$ cat config.mk
export PLATFORM = sky130hd
export DESIGN_NAME = multiword_divide_by_limb
export DESIGN_NICKNAME = d
export VERILOG_FILES = /design/src/rtl/core/mwdiv_pkg.sv /design/src/rtl/core/multiword_divide_by_limb.sv
export SDC_FILE = /design/constraint.sdc
export NUM_CORES = 1
export LEC_CHECK = 0
export BUFFER_PORTS_ARGS = -buffer_cell sky130_fd_sc_hd__buf_2
export CORE_MARGIN = 10
export CORE_UTILIZATION = 54
export CTS_CLUSTER_SIZE = 40
export DETAILED_ROUTE_END_ITERATION = 6
export GPL_ROUTABILITY_DRIVEN = 1
export PLACE_DENSITY = 0.77
export RECOVER_POWER = 100
export SETUP_SLACK_MARGIN = 0.5
export SYNTH_ARGS = -nofsm -noshare
export SYNTH_HDL_FRONTEND = slang
export SYNTH_SLANG_ARGS = --single-unit
$ cat constraint.sdc
create_clock -name aclk -period 6.28 [get_ports aclk]
set_input_delay 0.314 -clock aclk [delete_from_list [all_inputs] [get_ports aclk]]
set_output_delay 0.314 -clock aclk [all_outputs]
set_load 0.01 [all_outputs]
$ cat src/rtl/core/mwdiv_pkg.sv
package mwdiv_pkg;

    localparam int WORD_W    = 64;
    localparam int CFG_IDX_W = 2;

    // configuration register indexes
    localparam logic [CFG_IDX_W-1:0] REG_DIVISOR         = 2'd0;
    localparam logic [CFG_IDX_W-1:0] REG_DIVISOR_INVERSE = 2'd1;
    localparam logic [CFG_IDX_W-1:0] REG_NORMALIZE_SHIFT = 2'd2;

    typedef enum logic [1:0] {
        ST_IDLE,
        ST_REDUCE,
        ST_DIVIDE,
        ST_FINISH
    } div_state_t;

endpackage

$ cat src/rtl/core/multiword_divide_by_limb.sv
// sequence: a beat is accepted only in idle, runs the divide pass, and the finish step
//   registers the result; a held remainder not below the divisor is reduced first
// throughput: one quotient bit per cycle from the restoring subtract unit shared by the
//   reduce and divide passes; zero divisor skips them; finish waits on a held result
// reset: aresetn synchronous active low, clears the sequencer, the held remainder,
//   the output valid and sets the divisor to 1
module multiword_divide_by_limb
    import mwdiv_pkg::*;
#(
    parameter int LIMB_BITS = 64
) (
    input  logic                 aclk,
    input  logic                 aresetn,

    input  logic                 cfg_we,
    input  logic [CFG_IDX_W-1:0] cfg_index,
    input  logic [WORD_W-1:0]    cfg_wdata,

    input  logic                 s_valid,
    output logic                 s_ready,
    input  logic [WORD_W-1:0]    s_dividend_limb,
    input  logic                 s_last_limb,

    output logic                 m_valid,
    input  logic                 m_ready,
    output logic [WORD_W-1:0]    m_quotient_limb,
    output logic [WORD_W-1:0]    m_remainder,
    output logic                 m_final_res
);

    localparam int CNT_W = $clog2(LIMB_BITS);
    localparam logic [CNT_W-1:0] LAST_CNT = CNT_W'(LIMB_BITS - 1);

    div_state_t             state_reg, state_next;
    logic [CNT_W-1:0]       cnt_reg, cnt_next;
    logic [LIMB_BITS-1:0]   rem_reg, rem_next;
    logic [LIMB_BITS-1:0]   quo_reg, quo_next;
    logic [LIMB_BITS-1:0]   limb_reg, limb_next;
    logic [LIMB_BITS-1:0]   den_reg, den_next;
    logic                   last_reg, last_next;
    logic [LIMB_BITS-1:0]   pr_reg, pr_next;
    logic [LIMB_BITS-1:0]   divisor_reg;

    logic                   m_valid_reg, m_valid_next;
    logic [LIMB_BITS-1:0]   m_quo_reg, m_quo_next;
    logic [LIMB_BITS-1:0]   m_rem_reg, m_rem_next;
    logic                   m_final_reg, m_final_next;

    // shared restoring step
    logic [LIMB_BITS-1:0]   step_shift;
    logic [LIMB_BITS:0]     step_diff;
    logic                   step_take;
    logic [LIMB_BITS-1:0]   step_rem;
    logic [LIMB_BITS-1:0]   step_quo;

    always_comb begin
        step_shift = {rem_reg[LIMB_BITS-2:0], quo_reg[LIMB_BITS-1]};
        step_diff  = {rem_reg[LIMB_BITS-1], step_shift} - {1'b0, den_reg};
        step_take  = ~step_diff[LIMB_BITS];
        step_rem   = step_take ? step_diff[LIMB_BITS-1:0] : step_shift;
        step_quo   = {quo_reg[LIMB_BITS-2:0], step_take};
    end

    // only the divisor affects results; the other registers are accepted and dropped
    always_ff @(posedge aclk) begin
        if (!aresetn) begin
            divisor_reg <= LIMB_BITS'(1);
        end else if (cfg_we) begin
            case (cfg_index)
                REG_DIVISOR:         divisor_reg <= cfg_wdata[LIMB_BITS-1:0];
                REG_DIVISOR_INVERSE: ;
                REG_NORMALIZE_SHIFT: ;
                default:             ;
            endcase
        end
    end

    always_ff @(posedge aclk) begin
        if (!aresetn) begin
            state_reg   <= ST_IDLE;
            pr_reg      <= '0;
            m_valid_reg <= 1'b0;
        end else begin
            state_reg   <= state_next;
            pr_reg      <= pr_next;
            m_valid_reg <= m_valid_next;
        end
    end

    always_ff @(posedge aclk) begin
        cnt_reg     <= cnt_next;
        rem_reg     <= rem_next;
        quo_reg     <= quo_next;
        limb_reg    <= limb_next;
        den_reg     <= den_next;
        last_reg    <= last_next;
        m_quo_reg   <= m_quo_next;
        m_rem_reg   <= m_rem_next;
        m_final_reg <= m_final_next;
    end

    always_comb begin
        state_next   = state_reg;
        cnt_next     = cnt_reg;
        rem_next     = rem_reg;
        quo_next     = quo_reg;
        limb_next    = limb_reg;
        den_next     = den_reg;
        last_next    = last_reg;
        pr_next      = pr_reg;
        m_valid_next = m_valid_reg & ~m_ready;
        m_quo_next   = m_quo_reg;
        m_rem_next   = m_rem_reg;
        m_final_next = m_final_reg;
        s_ready      = 1'b0;

        case (state_reg)
            ST_IDLE: begin
                s_ready = 1'b1;
                if (s_valid) begin
                    limb_next = s_dividend_limb[LIMB_BITS-1:0];
                    last_next = s_last_limb;
                    den_next  = divisor_reg;
                    cnt_next  = LAST_CNT;
                    if (divisor_reg == '0) begin
                        rem_next   = '0;
                        quo_next   = '1;
                        state_next = ST_FINISH;
                    end else if (pr_reg >= divisor_reg) begin
                        // divisor changed mid-number: reduce the held remainder first
                        rem_next   = '0;
                        quo_next   = pr_reg;
                        state_next = ST_REDUCE;
                    end else begin
                        rem_next   = pr_reg;
                        quo_next   = s_dividend_limb[LIMB_BITS-1:0];
                        state_next = ST_DIVIDE;
                    end
                end
            end
            ST_REDUCE: begin
                rem_next = step_rem;
                quo_next = step_quo;
                cnt_next = cnt_reg - 1'b1;
                if (cnt_reg == '0) begin
                    quo_next   = limb_reg;
                    cnt_next   = LAST_CNT;
                    state_next = ST_DIVIDE;
                end
            end
            ST_DIVIDE: begin
                rem_next = step_rem;
                quo_next = step_quo;
                cnt_next = cnt_reg - 1'b1;
                if (cnt_reg == '0) begin
                    state_next = ST_FINISH;
                end
            end
            ST_FINISH: begin
                if (!m_valid_reg || m_ready) begin
                    m_valid_next = 1'b1;
                    m_quo_next   = quo_reg;
                    m_rem_next   = last_reg ? rem_reg : '0;
                    m_final_next = last_reg;
                    pr_next      = last_reg ? '0 : rem_reg;
                    state_next   = ST_IDLE;
                end
            end
            default: begin
                state_next = ST_IDLE;
            end
        endcase
    end

    assign m_valid         = m_valid_reg;
    assign m_quotient_limb = WORD_W'(m_quo_reg);
    assign m_remainder     = WORD_W'(m_rem_reg);
    assign m_final_res     = m_final_reg;

`ifndef SYNTHESIS
    a_valid_from_finish: assert property (@(posedge aclk) disable iff (!aresetn)
        $rose(m_valid_reg) |-> $past(state_reg == ST_FINISH))
        else $error("result beat raised outside the finish step");

    a_rem_zero_unless_final: assert property (@(posedge aclk) disable iff (!aresetn)
        m_valid && !m_final_res |-> m_remainder == '0)
        else $error("remainder non-zero on a non-final beat");

    a_pr_only_at_finish: assert property (@(posedge aclk) disable iff (!aresetn)
        state_reg != ST_FINISH |=> $stable(pr_reg))
        else $error("held remainder changed outside the finish step");

    a_rem_below_den: assert property (@(posedge aclk) disable iff (!aresetn)
        (state_reg == ST_DIVIDE || state_reg == ST_REDUCE) |-> rem_reg < den_reg)
        else $error("partial remainder not below divisor during a pass");
`endif

endmodule

==> metrics <==
hold_ws=17.7 ps; sequential fraction of the synthesis area=0.545; synth top area cells=edfxtp_1 45%, dfxtp_1 9.9%, ha_1 6.4%; failing checks=max-capacitance violations, max-slew violations; fillcell total=3827; flops & latches, synth=523; Synth top area share=0.446; Std-Cell Rows=80; vias in the first global route=20022; placed wire-length estimate=57.7 mm; # nets final=3046; cell area after synthesis=26400 um^2; first-pass GRT wire length=121 mm; Syn Area/Cell=10.8 um^2; post-synth net total=2717; Worst-Skew Late Latency=610 ps; Area Growth Syn to Fin=17.3%; Fmax=186 MHz; Synth Area in Compound Gates=0.157; Die X=241 um; Clock Sinks=523; Max VDD drop=346 uV; Setup TNS Final=0 ps; final wirelength=80.5 mm; WL/cell=23.5 um; CP max FO=55; most used routing layer=met2; gpl congestion=0.972; Layout Utilization=0.644; DRC=0; Post-Route Skew=17.0 ps; Crit Path Class=flip-flop to flip-flop; met2 global-route usage=0.406; Die ar.=58100 um^2; simple-gate share of the synthesized area=0.141; antenna-violating nets left=0; total track usage=0.270; Gates resized, CTS repair=0; clock root buffer=clkbuf_16; global route total overflow=0; initial DRC count=2488; adder and majority gate portion of the synthesized area=0.0652; status=finished, violations left; Yosys top cell by area=edfxtp_1; CTS buffer count=52; Slew @ Worst Pin=3100 ps; max_slew headroom=-1.07; largest net degree at the start of global routing=83; post-route minimum period=5360 ps; Die H=241 um; TritonCTS clock tree=built; Post-synth top cells=392 x edfxtp_1, 366 x nand2_1, 157 x a21oi_1; Power Dens Cells=523 nW/um^2; Yosys cell types=69; vias per inst=6.02; Post-Synth XOR/XNOR Area=0.0215; core box area=48000 um^2; count of input and output buffers=266; RSZ-0062 raised after global routing=no; Cells after Synth=2444; asr flop ratio synth=0; Worst EP required=6510 ps; Hold Crit Class=input port to flip-flop; share of cells above drive strength 1=0.0717; largest family of logic cells by synthesized area=compound AO/OA/AOI/OAI gates; M1 GR Usage=0.393; max-cap check violation count=12; met3 GRT Util=0.0469; Post-synth EDFFs=392; ant diodes=0; # IOs=267; Crit. End Element=flip-flop; initial antenna violation count=1; max-slew violations=722; Pleak=0.0118 uW; most common cell in the netlist=edfxtp_1; Reg clk slew, reported paths=70 ps; Final setup viols=0; Clock Tree Buf Depth=3; Synth warnings=0; DR vias=20669; CP Launch Type=flip-flop; CTS H-tree lvls=2; worst path arrival time=5600 ps; starting density of the core=0.549; post-route clock period utilization=0.854; Post-synth top flop=edfxtp_1; Initial DRT Pass Iterations=6; Fin. Hold Viols=0; proportion of synthesized area in mux cells=0.0258
==> cell type report <==
| cell class | instances | area [um^2] | share of cell area |
|---|---|---|---|
| Multi-Input combinational cell | 1628 | 10900 | 0.351 |
| Timing Repair Buffer | 414 | 2490 | 0.0803 |
| Clock inverter | 26 | 318 | 0.0103 |
| Sequential cell | 523 | 14400 | 0.465 |
| Inverter | 154 | 581 | 0.0188 |
| Clock buffer | 72 | 1530 | 0.0494 |
| Tap cell | 615 | 769 | 0.0249 |
==> layout by cell type (no fill, tap or decap), types with 9 or more instances in the layout <==
master,count
xnor2_1,33
clkbuf_16,55
a211oi_1,13
o21ai_1,10
buf_2,72
nand2b_1,14
o21ai_0,85
and2_1,20
a32oi_1,67
a22o_1,36
nand4_1,36
dfxtp_1,131
nor2b_1,74
nor4_1,27
nor3b_1,63
clkbuf_8,9
edfxtp_1,392
buf_4,14
clkbuf_1,209
nand2_1,365
inv_1,152
a21oi_1,157
a21o_1,76
nor2_1,43
mux2i_1,67
ha_1,136
a21boi_0,69
o211ai_1,18
xor2_1,29
nor3_1,14
dlygate4sd3_1,123
nand3_1,24
and2_0,48
==> logic make-up after synthesis <==
logic type,after synthesis
AND/OR/NAND/NOR,752
AO/OA/AOI/OAI,607
flip-flops,523
adder cells (fa/ha/maj),137
XOR/XNOR,64
multiplexers,68
buffers and inverters,293
==> worst max-delay path, stage by stage, from the launching register on <==
cell,delay (ps)
dfxtp_1,570
ha_1,320
a21o_1,200
a21o_1,180
a21oi_1,230
nor4_1,90
a211oi_1,210
o21ai_0,320
a21o_1,300
o21ai_4,530
clkbuf_2,1490
mux2i_1,340
a32oi_1,120
==> power by group <==
group | switching (uW) | internal, uW
registers | 657 | 5090
clock network | 1370 | 1960
logic | 4590 | 2520
==> repair_timing <==
item	in CTS	in global routing
endpoints found under the hold margin	123	0
hold buffers	123	0
setup buffers	0	0
==> stage by stage <==
step,total power (uW),setup WS (ps),std cells,instance area (um^2)
global route,17000,812,3432,31000
global placement,12600,1880,3211,28200
CTS,16200,1790,3432,31300
detailed placement,12800,1790,3211,28200
floorplan,10700,1550,2444,26400
finish,16200,917,3432,31000
==> metal layers <==
| metal | share of wire | vias up |
|---|---|---|
| met4 | 0.027 | 2 |
| met1 | 0.43 | 9960 |
| met3 | 0.10 | 122 |
| met2 | 0.44 | 1040 |
| li1 | - | 9545 |
| met5 | 0.00017 | - |
==> path summary, 6_finish.rpt <==
kind	cells after the start	from	to	slack, ps
setup / recovery	12	pr_reg[17]	quo_reg[17]	920
hold / removal	3	cfg_wdata[51]	divisor_reg[51]	20
setup reg to reg	12	pr_reg[17]	quo_reg[17]	920
hold reg to reg	0	quo_reg[62]	m_quotient_limb[62]	450
No activity file was read; power rests on OpenSTA's default activity.
